===== config.mk =====
export PLATFORM = sky130hd
export DESIGN_NAME = mqtt_connect_body_parser
export DESIGN_NICKNAME = d
export VERILOG_FILES = /design/src/design/mcbp_pkg.sv /design/src/design/mcbp_queue.sv /design/src/design/mcbp_engine.sv /design/src/design/mqtt_connect_body_parser.sv
export SDC_FILE = /design/constraint.sdc
export NUM_CORES = 1
export LEC_CHECK = 0
export BUFFER_PORTS_ARGS = -buffer_cell sky130_fd_sc_hd__buf_4
export CORE_MARGIN = 8
export CORE_UTILIZATION = 54
export DETAILED_ROUTE_END_ITERATION = 8
export PLACE_DENSITY = 0.85
export SLEW_MARGIN = 20
export SYNTH_ARGS = -nofsm -noshare
export SYNTH_HDL_FRONTEND = slang
export SYNTH_SLANG_ARGS = --single-unit

===== constraint.sdc =====
create_clock -name clock -period 5.8 [get_ports clock]
set_input_delay 1.16 -clock clock [delete_from_list [all_inputs] [get_ports clock]]
set_output_delay 1.16 -clock clock [all_outputs]
set_load 0.03 [all_outputs]

===== src/design/mcbp_pkg.sv =====
// Shared types and constants of the MQTT CONNECT body parser.
// Used by the request queue, the parsing engine and the top level; no dependencies.
package mcbp_pkg;

   localparam int QueueDepth = 2;

   localparam logic [3:0] KindLenPrefix  = 4'd0;
   localparam logic [3:0] KindProtoName  = 4'd1;
   localparam logic [3:0] KindVersion    = 4'd2;
   localparam logic [3:0] KindFlags      = 4'd3;
   localparam logic [3:0] KindKeepAlive  = 4'd4;
   localparam logic [3:0] KindClientId   = 4'd5;
   localparam logic [3:0] KindWillTopic  = 4'd6;
   localparam logic [3:0] KindWillPaylod = 4'd7;
   localparam logic [3:0] KindUsername   = 4'd8;
   localparam logic [3:0] KindPassword   = 4'd9;
   localparam logic [3:0] KindTrailing   = 4'd10;
   localparam logic [3:0] KindAfterError = 4'd11;

   localparam logic [1:0] StatusBusy      = 2'd0;
   localparam logic [1:0] StatusComplete  = 2'd1;
   localparam logic [1:0] StatusTruncated = 2'd2;

   // One body byte as it waits in the queue.
   typedef struct packed {
      logic [7:0] data_byte;
      logic       first_byte;
      logic       last_byte;
   } item_type;

   // One parse result.
   typedef struct packed {
      logic [3:0]  field_kind;
      logic [7:0]  byte_value;
      logic [15:0] string_length;
      logic [7:0]  flags;
      logic [15:0] ka_seconds;
      logic [1:0]  status;
   } result_type;

endpackage


===== src/design/mcbp_queue.sv =====
// Short request queue between the accepting front and the parsing engine.
// Depends on mcbp_pkg for the item type and the queue depth.
module mcbp_queue (
   input  logic              clock,
   input  logic              reset,
   input  logic              push_valid,
   output logic              push_ready,
   input  mcbp_pkg::item_type push_item,
   output logic              pop_valid,
   input  logic              pop_ready,
   output mcbp_pkg::item_type pop_item
);

   localparam int PtrWidth   = (mcbp_pkg::QueueDepth > 1) ? $clog2(mcbp_pkg::QueueDepth) : 1;
   localparam int CountWidth = $clog2(mcbp_pkg::QueueDepth + 1);
   localparam logic [PtrWidth-1:0]   LastSlot = PtrWidth'(mcbp_pkg::QueueDepth - 1);
   localparam logic [CountWidth-1:0] FullCount = CountWidth'(mcbp_pkg::QueueDepth);

   mcbp_pkg::item_type slots_ff [mcbp_pkg::QueueDepth];
   logic [PtrWidth-1:0]   wr_ptr_ff, wr_ptr_in;
   logic [PtrWidth-1:0]   rd_ptr_ff, rd_ptr_in;
   logic [CountWidth-1:0] count_ff, count_in;
   logic push_fire;
   logic pop_fire;

   assign push_ready = (count_ff != FullCount);
   assign pop_valid  = (count_ff != '0);
   assign pop_item   = slots_ff[rd_ptr_ff];
   assign push_fire  = push_valid && push_ready;
   assign pop_fire   = pop_valid && pop_ready;

   always_comb begin
      wr_ptr_in = wr_ptr_ff;
      rd_ptr_in = rd_ptr_ff;
      count_in  = count_ff;
      if (push_fire) begin
         wr_ptr_in = (wr_ptr_ff == LastSlot) ? '0 : PtrWidth'(wr_ptr_ff + 1'b1);
      end
      if (pop_fire) begin
         rd_ptr_in = (rd_ptr_ff == LastSlot) ? '0 : PtrWidth'(rd_ptr_ff + 1'b1);
      end
      if (push_fire && !pop_fire) begin
         count_in = CountWidth'(count_ff + 1'b1);
      end else if (pop_fire && !push_fire) begin
         count_in = CountWidth'(count_ff - 1'b1);
      end
   end

   always_ff @(posedge clock) begin
      if (reset) begin
         wr_ptr_ff <= '0;
         rd_ptr_ff <= '0;
         count_ff  <= '0;
      end else begin
         wr_ptr_ff <= wr_ptr_in;
         rd_ptr_ff <= rd_ptr_in;
         count_ff  <= count_in;
      end
   end

   always_ff @(posedge clock) begin
      if (push_fire) begin
         slots_ff[wr_ptr_ff] <= push_item;
      end
   end

endmodule


===== src/design/mcbp_engine.sv =====
// Parsing engine: holds the result register and walks the CONNECT fields one byte per cycle while it is not stalled.
// Depends on mcbp_pkg for the item and result types and the field and status codes.
module mcbp_engine (
   input  logic                 clock,
   input  logic                 reset,
   input  logic                 in_valid,
   output logic                 in_ready,
   input  mcbp_pkg::item_type   in_item,
   output logic                 out_valid,
   input  logic                 out_ready,
   output mcbp_pkg::result_type out_result
);

   typedef enum logic [3:0] {
      PH_PN_LEN  = 4'd0,
      PH_PN      = 4'd1,
      PH_VER     = 4'd2,
      PH_FLAGS   = 4'd3,
      PH_KA      = 4'd4,
      PH_CID_LEN = 4'd5,
      PH_CID     = 4'd6,
      PH_WT_LEN  = 4'd7,
      PH_WT      = 4'd8,
      PH_WP_LEN  = 4'd9,
      PH_WP      = 4'd10,
      PH_UN_LEN  = 4'd11,
      PH_UN      = 4'd12,
      PH_PW_LEN  = 4'd13,
      PH_PW      = 4'd14,
      PH_DONE    = 4'd15
   } phase_type;

   // First optional section that the flags ask for, from stage 0 (will),
   // 1 (username) or 2 (password) on.
   function automatic phase_type optional_from(input logic [1:0] stage, input logic [7:0] fl);
      phase_type res;
      if (stage == 2'd0 && fl[2]) begin
         res = PH_WT_LEN;
      end else if (stage <= 2'd1 && fl[7]) begin
         res = PH_UN_LEN;
      end else if (stage <= 2'd2 && fl[6]) begin
         res = PH_PW_LEN;
      end else begin
         res = PH_DONE;
      end
      return res;
   endfunction

   function automatic phase_type after_string(input phase_type sp, input logic [7:0] fl);
      phase_type res;
      case (sp)
         PH_PN:   res = PH_VER;
         PH_CID:  res = optional_from(2'd0, fl);
         PH_WT:   res = PH_WP_LEN;
         PH_WP:   res = optional_from(2'd1, fl);
         PH_UN:   res = optional_from(2'd2, fl);
         default: res = PH_DONE;
      endcase
      return res;
   endfunction

   function automatic logic [3:0] kind_of(input phase_type ph);
      logic [3:0] res;
      case (ph)
         PH_PN:    res = mcbp_pkg::KindProtoName;
         PH_VER:   res = mcbp_pkg::KindVersion;
         PH_FLAGS: res = mcbp_pkg::KindFlags;
         PH_KA:    res = mcbp_pkg::KindKeepAlive;
         PH_CID:   res = mcbp_pkg::KindClientId;
         PH_WT:    res = mcbp_pkg::KindWillTopic;
         PH_WP:    res = mcbp_pkg::KindWillPaylod;
         PH_UN:    res = mcbp_pkg::KindUsername;
         PH_PW:    res = mcbp_pkg::KindPassword;
         PH_DONE:  res = mcbp_pkg::KindTrailing;
         default:  res = mcbp_pkg::KindLenPrefix;
      endcase
      return res;
   endfunction

   phase_type   phase_ff, phase_in;
   logic [15:0] byte_count_ff, byte_count_in;
   logic [15:0] cur_length_ff, cur_length_in;
   logic [7:0]  flags_ff, flags_in;
   logic [15:0] keepalive_ff, keepalive_in;
   logic        error_ff, error_in;
   logic        out_valid_ff, out_valid_in;
   mcbp_pkg::result_type out_result_ff, out_result_in;

   // State as seen by this byte, after the restart that first_byte asks for.
   phase_type   ph;
   logic [15:0] bc;
   logic [15:0] cl;
   logic [7:0]  fl;
   logic [15:0] ka;
   logic        er;
   logic [15:0] bc_inc;
   logic [15:0] prefix_len;
   logic        fire;

   assign in_ready   = !out_valid_ff || out_ready;
   assign fire       = in_valid && in_ready;
   assign out_valid  = out_valid_ff;
   assign out_result = out_result_ff;

   always_comb begin
      ph = in_item.first_byte ? PH_PN_LEN : phase_ff;
      bc = in_item.first_byte ? 16'd0 : byte_count_ff;
      cl = in_item.first_byte ? 16'd0 : cur_length_ff;
      fl = in_item.first_byte ? 8'd0  : flags_ff;
      ka = in_item.first_byte ? 16'd0 : keepalive_ff;
      er = in_item.first_byte ? 1'b0  : error_ff;
      bc_inc     = 16'(bc + 16'd1);
      prefix_len = {cl[15:8], in_item.data_byte};

      phase_in      = ph;
      byte_count_in = bc;
      cur_length_in = cl;
      flags_in      = fl;
      keepalive_in  = ka;
      error_in      = er;

      out_result_in.field_kind    = kind_of(ph);
      out_result_in.byte_value    = in_item.data_byte;
      out_result_in.string_length = cl;
      out_result_in.status        = mcbp_pkg::StatusBusy;

      if (er) begin
         out_result_in.field_kind = mcbp_pkg::KindAfterError;
         out_result_in.status     = mcbp_pkg::StatusTruncated;
      end else if (ph == PH_DONE) begin
         out_result_in.status = mcbp_pkg::StatusComplete;
      end else begin
         case (ph)
            PH_PN_LEN, PH_CID_LEN, PH_WT_LEN, PH_WP_LEN, PH_UN_LEN, PH_PW_LEN: begin
               if (bc == 16'd0) begin
                  cur_length_in = {in_item.data_byte, 8'd0};
                  byte_count_in = 16'd1;
                  out_result_in.string_length = 16'd0;
               end else begin
                  cur_length_in = prefix_len;
                  byte_count_in = 16'd0;
                  out_result_in.string_length = prefix_len;
                  // An empty string skips its body phase altogether.
                  phase_in = (prefix_len != 16'd0) ? phase_type'(4'(ph + 4'd1))
                                                   : after_string(phase_type'(4'(ph + 4'd1)), fl);
               end
            end
            PH_VER: begin
               phase_in = PH_FLAGS;
            end
            PH_FLAGS: begin
               flags_in = in_item.data_byte;
               phase_in = PH_KA;
            end
            PH_KA: begin
               if (bc == 16'd0) begin
                  keepalive_in  = {in_item.data_byte, 8'd0};
                  byte_count_in = 16'd1;
               end else begin
                  keepalive_in  = {ka[15:8], in_item.data_byte};
                  byte_count_in = 16'd0;
                  phase_in      = PH_CID_LEN;
               end
            end
            default: begin
               byte_count_in = bc_inc;
               if (bc_inc >= cl) begin
                  byte_count_in = 16'd0;
                  phase_in      = after_string(ph, fl);
               end
            end
         endcase
         out_result_in.status = (phase_in == PH_DONE) ? mcbp_pkg::StatusComplete
                                                      : mcbp_pkg::StatusBusy;
         if (in_item.last_byte && phase_in != PH_DONE) begin
            error_in             = 1'b1;
            out_result_in.status = mcbp_pkg::StatusTruncated;
         end
      end

      out_result_in.flags      = flags_in;
      out_result_in.ka_seconds = keepalive_in;

      out_valid_in = fire ? 1'b1 : (out_valid_ff && !out_ready);
   end

   always_ff @(posedge clock) begin
      if (reset) begin
         phase_ff      <= PH_PN_LEN;
         byte_count_ff <= '0;
         cur_length_ff <= '0;
         flags_ff      <= '0;
         keepalive_ff  <= '0;
         error_ff      <= 1'b0;
         out_valid_ff  <= 1'b0;
         out_result_ff <= '0;
      end else begin
         out_valid_ff <= out_valid_in;
         if (fire) begin
            phase_ff      <= phase_in;
            byte_count_ff <= byte_count_in;
            cur_length_ff <= cur_length_in;
            flags_ff      <= flags_in;
            keepalive_ff  <= keepalive_in;
            error_ff      <= error_in;
            out_result_ff <= out_result_in;
         end
      end
   end

endmodule


===== src/design/mqtt_connect_body_parser.sv =====
// Top level of the MQTT 3.1.1 CONNECT body parser: stream ports, request queue, engine.
// Depends on mcbp_pkg, mcbp_queue and mcbp_engine.
// A request is registered in the queue, then in the engine's result register, before its answer.
// Throughput: one request per cycle sustained while the receiver takes responses.
// Reset (synchronous, active high) empties the queue, drops any held response and returns
// the parser to the protocol name length prefix with flags, keep-alive and lengths at zero.
module mqtt_connect_body_parser (
   input  logic        clock,
   input  logic        reset,
   input  logic        req_tvalid,
   output logic        req_tready,
   input  logic [7:0]  req_tdata,   // [7:0] data_byte
   input  logic        req_tlast,   // last_byte
   input  logic [0:0]  req_tuser,   // [0] first_byte
   output logic        rsp_tvalid,
   input  logic        rsp_tready,
   output logic [55:0] rsp_tdata,   // [7:0] byte_value, [23:8] string_length, [24] user_flag,
                                    // [25] pass_flag, [26] lwt_retain, [28:27] lwt_qos,
                                    // [29] will_present, [30] fresh_session, [31] reserved_bit,
                                    // [47:32] ka_seconds, [49:48] status, [55:50] zero
   output logic [3:0]  rsp_tuser    // [3:0] field_kind
);

   // The front side only takes requests into the queue; the engine drains it whenever
   // its result register is free or being emptied, so a stalled response never blocks
   // the input for the depth of the queue.
   mcbp_pkg::item_type   req_item;
   mcbp_pkg::item_type   eng_item;
   mcbp_pkg::result_type eng_result;
   logic                 eng_valid;
   logic                 eng_ready;

   assign req_item.data_byte  = req_tdata;
   assign req_item.first_byte = req_tuser[0];
   assign req_item.last_byte  = req_tlast;

   mcbp_queue u_queue (
      .clock      (clock),
      .reset      (reset),
      .push_valid (req_tvalid),
      .push_ready (req_tready),
      .push_item  (req_item),
      .pop_valid  (eng_valid),
      .pop_ready  (eng_ready),
      .pop_item   (eng_item)
   );

   mcbp_engine u_engine (
      .clock      (clock),
      .reset      (reset),
      .in_valid   (eng_valid),
      .in_ready   (eng_ready),
      .in_item    (eng_item),
      .out_valid  (rsp_tvalid),
      .out_ready  (rsp_tready),
      .out_result (eng_result)
   );

   // The flags byte maps bit for bit onto user_flag..reserved_bit, so its fields are
   // placed in reversed order, lwt_qos keeping its bit order; connect flags bit 7 lands lowest.
   assign rsp_tuser = eng_result.field_kind;
   assign rsp_tdata = {6'd0,
                       eng_result.status,
                       eng_result.ka_seconds,
                       eng_result.flags[0],
                       eng_result.flags[1],
                       eng_result.flags[2],
                       eng_result.flags[4:3],
                       eng_result.flags[5],
                       eng_result.flags[6],
                       eng_result.flags[7],
                       eng_result.string_length,
                       eng_result.byte_value};

endmodule


==> results of run 1 <==
cell families (layout without fill, tap and decap cells):
group	Yosys count	count (layout)
fa+ha+maj	25	25
xor+xnor	21	21
mux	11	11
buf+inv	64	102
flops	108	108
simple gates	288	288
other cells	1	6
compound gates	172	172
registers in the layout (all words and copies together) (netlist names), named ones only:
name / cells
u_engine.out_result: 29
u_queue.slots_ff: 20
u_engine.byte_count_ff: 16
u_engine.keepalive_ff: 16
u_engine.cur_length_ff: 8
u_engine.flags_ff: 8
u_engine.phase_ff: 4
u_queue.count_ff: 2
u_engine.error_ff: 1
u_engine.out_valid: 1
u_queue.rd_ptr_ff: 1
u_queue.wr_ptr_ff: 1
path summary, 6_finish.rpt:
check,from,to,slack [ns]
max,register,u_engine.out_result[0],0.70
min,u_engine.out_result[52],u_engine.out_result[52],0.46
max reg2reg,register,u_engine.out_result[0],0.70
min reg2reg,u_engine.out_result[52],u_engine.out_result[52],0.46
cell usage after synthesis (9+ instances only):
master / n / area share (%)
inv_1: 12 / 0.77
ha_1: 24 / 5.2
buf_4: 15 / 1.9
xor2_1: 10 / 1.5
a22oi_1: 56 / 7.2
nor3_1: 24 / 2.1
mux2_2: 9 / 1.7
o21ai_0: 21 / 1.8
nand2_1: 63 / 4.1
nor2_1: 118 / 7.6
edfxtp_1: 20 / 10
xnor2_1: 11 / 1.7
clkbuf_1: 26 / 1.7
a21oi_1: 33 / 2.8
nand3_1: 22 / 1.9
dfxtp_1: 88 / 30
nor4_1: 16 / 1.7
power by group:
| group | internal (mW) | switching [mW] | total [mW] |
|---|---|---|---|
| clock | 0.176 | 0.277 | 0.453 |
| sequential | 0.912 | 0.195 | 1.11 |
| combinational | 0.597 | 1.19 | 1.79 |
layout make-up:
type | count | area [µm²]
fillers | 903 | 4190
multi-input cells | 523 | 3190
flip-flops and latches | 108 | 2360
repair buffers | 72 | 541
well taps | 140 | 175
clock buffers | 10 | 138
clock inverters | 6 | 56.3
inverters | 14 | 52.6
through the flow:
stage,total power [mW],std cells
floorplan,2.37,695
global placement,2.82,857
detailed placement,2.87,857
CTS,3.31,873
global route,3.55,873
finish,3.35,873
worst register-to-register path: stages, from the launching register on:
cell	delay, ns
dfxtp_1	0.74
mux2i_4	0.43
nand2_1	0.16
inv_1	0.12
ha_1	0.20
nand4_1	0.15
nor4_1	0.73
nand3_1	0.19
xor2_1	0.17
nor2_1	0.08
ha_1	0.33
nand2_1	0.05
o21ai_0	0.48
inv_1	0.17
a221oi_1	0.30
o32ai_1	0.15
or4_1	0.44
o21ai_1	0.13
per-layer routing:
layer	GRT usage, %	part of all wire [%]	vias up
met5	0	0	-
met4	9.68	2.9	0
met3	6.01	8.8	41
met2	38.4	46	270
met1	29.1	42	2589
li1	-	-	2594
==> run_results.csv, run 1 <==
group,metric,value,unit
run_status,status,"finished, final reports clean",
timing,tns,0,ns
worst_setup_path,cp_slowest_cell,"dfxtp_1",
synth,synthCells,690,
layout,drive_above_1_share,14.7,%
layout,mostFrequentLayoutCells,"nor2_1, dfxtp_1, buf_4, nand2_1, a22oi_1",
placed_design,placed_area,0.00632,mm²
layout,synthToLayoutAreaGrowth,11.7,%
clocking,max-clock-path-buffers,2,
synth,synth-seq-cells,108,
min_path,worstHoldPathCells,2,
worst_setup_path,crit_family,"simple AND/OR/NAND/NOR gates",
clocking,htreeDepth,3,
worst_setup_path,end_kind,"register",
timing,slew_headroom,37.0,%
synth,synth_top_family_by_area,"simple AND/OR/NAND/NOR gates",
clocking,tritoncts,"yes",
worst_setup_path,worstPathCellList,"mux2i_4 -> nand2_1 -> inv_1 -> ha_1 -> nand4_1 -> nor4_1 -> nand3_1 -> xor2_1 -> nor2_1 -> ha_1 -> nand2_1 -> o21ai_0 -> inv_1 -> a221oi_1 -> o32ai_1 -> or4_1 -> o21ai_1",
worst_setup_path,worstPathMaxFanout,14,
grt,antenna_found_initial,0,
layout,fin_area,0.00651,mm²
worst_setup_path,setup.worst_path.class,"reg2reg",
synth,async_reset_ff_share,0,%
grt,grt_pass1_wl,27500,µm
synth,yosysWarnings,0,
die,start_util,54.5,%
worst_setup_path,worst-path-stages,17,
die,coreArea,0.0107,mm²
timing,whs,0.462,ns
synth,synth_flop_cell,"dfxtp_1",
power_and_ir_drop,vdd_ir_drop_max,411,µV
synth,synthMuxAreaShare,2.15,%
timing,finalCriticalPeriod,5.10,ns
timing,hold_viol,0,
job,drv_cap,0,
die,die_w,120,µm
clocking,cts_hold_buf,0,
detailed_routing,ant_nets,0,
synth,synth_compound_area_share,20.7,%
grt,overflow,0,
synth,syn_area_per_cell,8.44,µm²
detailed_routing,route.detailed.drc,0,
worst_setup_path,cpPeakStageDelay,0.74,ns
detailed_routing,dr.pass1.iters,5,
power_and_ir_drop,power_per_cell_area,515,mW/mm²
synth,ys_types,70,
placed_design,post-place-ws,0.836,ns
synth,synthXorXnorAreaFrac,3.16,%
clocking,clk_latency,0.38,ns
timing,clock.fmax,196,MHz
timing,finalCritPeriodShare,88.0,%
worst_setup_path,arrival,5.41,ns
timing,skew,0.0167,ns
placed_design,port_buffers,69,
timing,finalWorstSetupSlack,0.697,ns
detailed_routing,wire_per_inst,19.5,µm
synth,synthSimpleGateAreaFrac,22.8,%
die,die_h,120,µm
synth,ys_seq_area_share,40.5,%
layout,finalNetCount,766,
worst_setup_path,start_kind,"register",
detailed_routing,wirelength,17000,µm
timing,maxSlewViolCount,0,
layout,diodes,0,
detailed_routing,post_drt_via_cell_ratio,6.29,
worst_setup_path,path_buf_inv,2,
synth,syn_area,0.00583,mm²
die,dieArea,0.0144,mm²
detailed_routing,vias,5494,
clocking,clkTransAtPathRegs,0.11,ns
synth,synth_edf_count,20,
worst_setup_path,worstPathRequired,6.11,ns
synth,synthAdderAreaFrac,5.33,%
timing,setup_viol,0,
die,ioPinCount,76,
clocking,clock_sinks,108,
timing,grt_setup_unrepaired,"false",
worst_setup_path,reg2regPathDepth,17,
clocking,cts_made_buffers,9,
layout,final_common_cell,"nor2_1",
grt,grt_max_degree,91,
detailed_routing,drtIter0Drc,419,
placed_design,gp_congestion,0.959,
die,rows,38,
placed_design,dp_hpwl,12400,µm
grt,grt_pass1_vias,5278,
clocking,ctsResizeCount,0,
clocking,postCtsSetupRepairBufs,0,
power_and_ir_drop,leakage,2.45,nW
min_path,hp-class,"reg2reg",
clocking,clock-root-buffer,"clkbuf_8",
timing,worstMarginPinSlew,0.944,ns
layout,fin_util,60.9,%
grt,grt_usage,23.5,%
(Power assumes the default switching activity.)
==> inputs of run 2 (changes only) <==
CAP_MARGIN = 20   (was default)
SYNTH_HIERARCHICAL = 1   (was default)
==> run_results.csv, run 2 <==
group,metric,value,unit
power_and_ir_drop,power_per_cell_area,442,mW/mm²
layout,diodes,0,
worst_setup_path,setup.worst_path.class,"reg2reg",
die,rows,38,
synth,syn_area,0.00581,mm²
detailed_routing,post_drt_via_cell_ratio,6.26,
detailed_routing,wirelength,16900,µm
die,die_w,120,µm
power_and_ir_drop,seq_power_share,34.9,%
timing,setup_viol,0,
worst_setup_path,worstPathRequired,6.10,ns
timing,worstMarginPinSlew,0.951,ns
power_and_ir_drop,internal_power,1.53,mW
layout,fin_area,0.00652,mm²
timing,maxSlewViolCount,0,
grt,grt_max_degree,91,
detailed_routing,route.detailed.drc,0,
timing,finalWorstSetupSlack,0.531,ns
layout,synthToLayoutAreaGrowth,12.3,%
synth,async_reset_ff_share,0,%
synth,synth_top_area_share,30.3,%
grt,grt_pass1_wl,26500,µm
placed_design,placed_area,0.00631,mm²
timing,clock.fmax,190,MHz
synth,synth-seq-cells,108,
clocking,clock-root-buffer,"clkbuf_8",
placed_design,post-place-ws,0.682,ns
synth,ys_seq_area_share,40.7,%
power_and_ir_drop,leakage,2.49,nW
clocking,clk_latency,0.37,ns
worst_setup_path,reg2regPathDepth,18,
layout,layout.cells.non_filler,869,
power_and_ir_drop,clkPwrFrac,16.9,%
grt,grt_pass1_vias,5167,
layout,fillers,915,
synth,synthMuxAreaShare,3.23,%
clocking,postCtsSetupRepairBufs,0,
placed_design,port_buffers,69,
power_and_ir_drop,power.share.switching,46.9,%
die,dieArea,0.0143,mm²
worst_setup_path,reg2reg_slack,0.53,ns
layout,largest_reg_flops,45,
die,coreArea,0.0107,mm²
timing,finalCritPeriodShare,90.8,%
worst_setup_path,start_kind,"register",
die,ioPinCount,76,
power_and_ir_drop,p_sw,1.35,mW
timing,hold_viol,0,
power_and_ir_drop,vdd_ir_drop_max,311,µV
timing,skew,0.00650,ns
detailed_routing,wire_per_inst,19.5,µm
clocking,ctsResizeCount,0,
synth,synth_flop_cell,"dfxtp_1",
timing,grt_setup_unrepaired,"false",
detailed_routing,dr.pass1.iters,7,
synth,synth_most_common_cell,"nor2_1",
synth,yosysWarnings,6,
synth,synthSimpleGateAreaFrac,22.4,%
worst_setup_path,end_kind,"register",
detailed_routing,vias,5441,
worst_setup_path,arrival,5.57,ns
timing,tns,0,ns
detailed_routing,ant_nets,0,
clocking,htreeDepth,3,
grt,antenna_found_initial,0,
timing,slew_headroom,36.1,%
detailed_routing,drtIter0Drc,515,
clocking,tritoncts,"yes",
placed_design,dpl.cell_count,853,
min_path,hp-class,"reg2reg",
clocking,max-clock-path-buffers,2,
clocking,clock_sinks,108,
worst_setup_path,r2r-end,"u_engine/byte_count_ff[7]",
timing,whs,0.460,ns
synth,synth_edf_count,20,
synth,synthAdderAreaFrac,5.34,%
clocking,cts_made_buffers,9,
layout,finalNetCount,762,
die,start_util,54.5,%
run_status,status,"finished, final reports clean",
worst_setup_path,worstPathMaxFanout,10,
job,drv_cap,0,
synth,synthCells,681,
min_path,worstHoldPathCells,2,
layout,final_common_cell,"nor2_1",
synth,synth_compound_area_share,20.1,%
grt,overflow,0,
placed_design,gp_congestion,0.948,
grt,grt_usage,22.7,%
layout,drive_above_1_share,15.6,%
placed_design,dp_hpwl,12000,µm
synth,synth.area.top_cells,"dfxtp_1, edfxtp_1, a22oi_1",
synth,ys_types,73,
clocking,cts_hold_buf,0,
clocking,clkTransAtPathRegs,0.11,ns
min_path,min_to,"u_engine/out_result[35]",
synth,syn_area_per_cell,8.53,µm²
timing,finalCriticalPeriod,5.27,ns
synth,synthTopCellsByCount,"nor2_1, dfxtp_1, nand2_1, a22oi_1, a21oi_1",
synth,synth_top_family_by_area,"simple AND/OR/NAND/NOR gates",
synth,synth_largest_area_cell,"dfxtp_1",
min_path,worstHoldStart,"u_engine/out_result[35]",
layout,mostFrequentLayoutCells,"nor2_1, dfxtp_1, buf_4, nand2_1, a22oi_1",
die,die_h,120,µm
synth,synthXorXnorAreaFrac,2.84,%
power_and_ir_drop,p_comb_share,48.2,%
run 2: per-stage QoR:
stage | power [mW] | utilization, %
5_1_grt | 3.02 | 61.3
4_1_cts | 2.84 | 61.2
3_3_place_gp | 2.32 | 59.3
3_5_place_dp | 2.36 | 59.3
2_1_floorplan | 1.99 | -
6_report | 2.88 | 61.3
run 2: kinds of logic after synthesis:
group,count (synthesis)
adders and majority gates,25
muxes,17
AOI/OAI and AO/OA,175
xor gates and xnor gates,18
and+or+nand+nor,274
buffers and inverters,63
DFF,108
other,1
run 2: how the worst max path moves through the flow:
stage,slack (ns),depth (start not counted),end,startpoint
floorplan,0.86,22,u_engine/byte_count_ff[13],register
global placement,0.91,18,u_engine/byte_count_ff[7],register
detailed placement,0.68,18,u_engine/byte_count_ff[7],register
CTS,0.66,18,u_engine/byte_count_ff[7],register
global route,0.19,18,u_engine/byte_count_ff[7],register
finish,0.53,18,u_engine/byte_count_ff[7],register
run 2: layer usage:
metal,vias to the layer above,GRT usage [%],routed length [µm]
met5,-,0,0
met4,0,7.65,388
met3,35,4.74,1610
met2,296,38.5,8110
met1,2576,28.1,6800
li1,2534,-,-
run 2: final cells by class:
| class | instances | area (µm²) | area share [%] |
|---|---|---|---|
| Multi-Input combinational cell | 515 | 3160 | 48.4 |
| Tap cell | 140 | 175 | 2.69 |
| Clock inverter | 6 | 81.3 | 1.25 |
| Sequential cell | 108 | 2360 | 36.2 |
| Clock buffer | 10 | 128 | 1.96 |
| Inverter | 15 | 56.3 | 0.863 |
| Timing Repair Buffer | 75 | 563 | 8.63 |
run 2: power groups by stage:
stage | Sequential, mW | Clock (mW) | Combinational, mW
6_report | 1.01 | 0.486 | 1.39
5_1_grt | 1.02 | 0.513 | 1.49
4_1_cts | 1.00 | 0.486 | 1.35
3_5_place_dp | 1.02 | 0 | 1.34
3_3_place_gp | 1.01 | 0 | 1.31
2_1_floorplan | 1.01 | 0 | 0.981
run 2: critical path, cell delays in order, from the launching register on:
cell      delay, ns
dfxtp_1        0.60
mux2_2         0.44
nor2b_1        0.22
ha_1           0.20
inv_1          0.07
nor3_2         0.30
and4_1         0.30
nand4_1        0.21
or3_1          0.40
a21oi_1        0.23
ha_1           0.30
a21oi_1        0.15
nand2_1        0.07
a221oi_1       0.35
o21ai_1        0.33
nor2_1         0.53
buf_4          0.26
nand3_1        0.09
a21oi_1        0.14
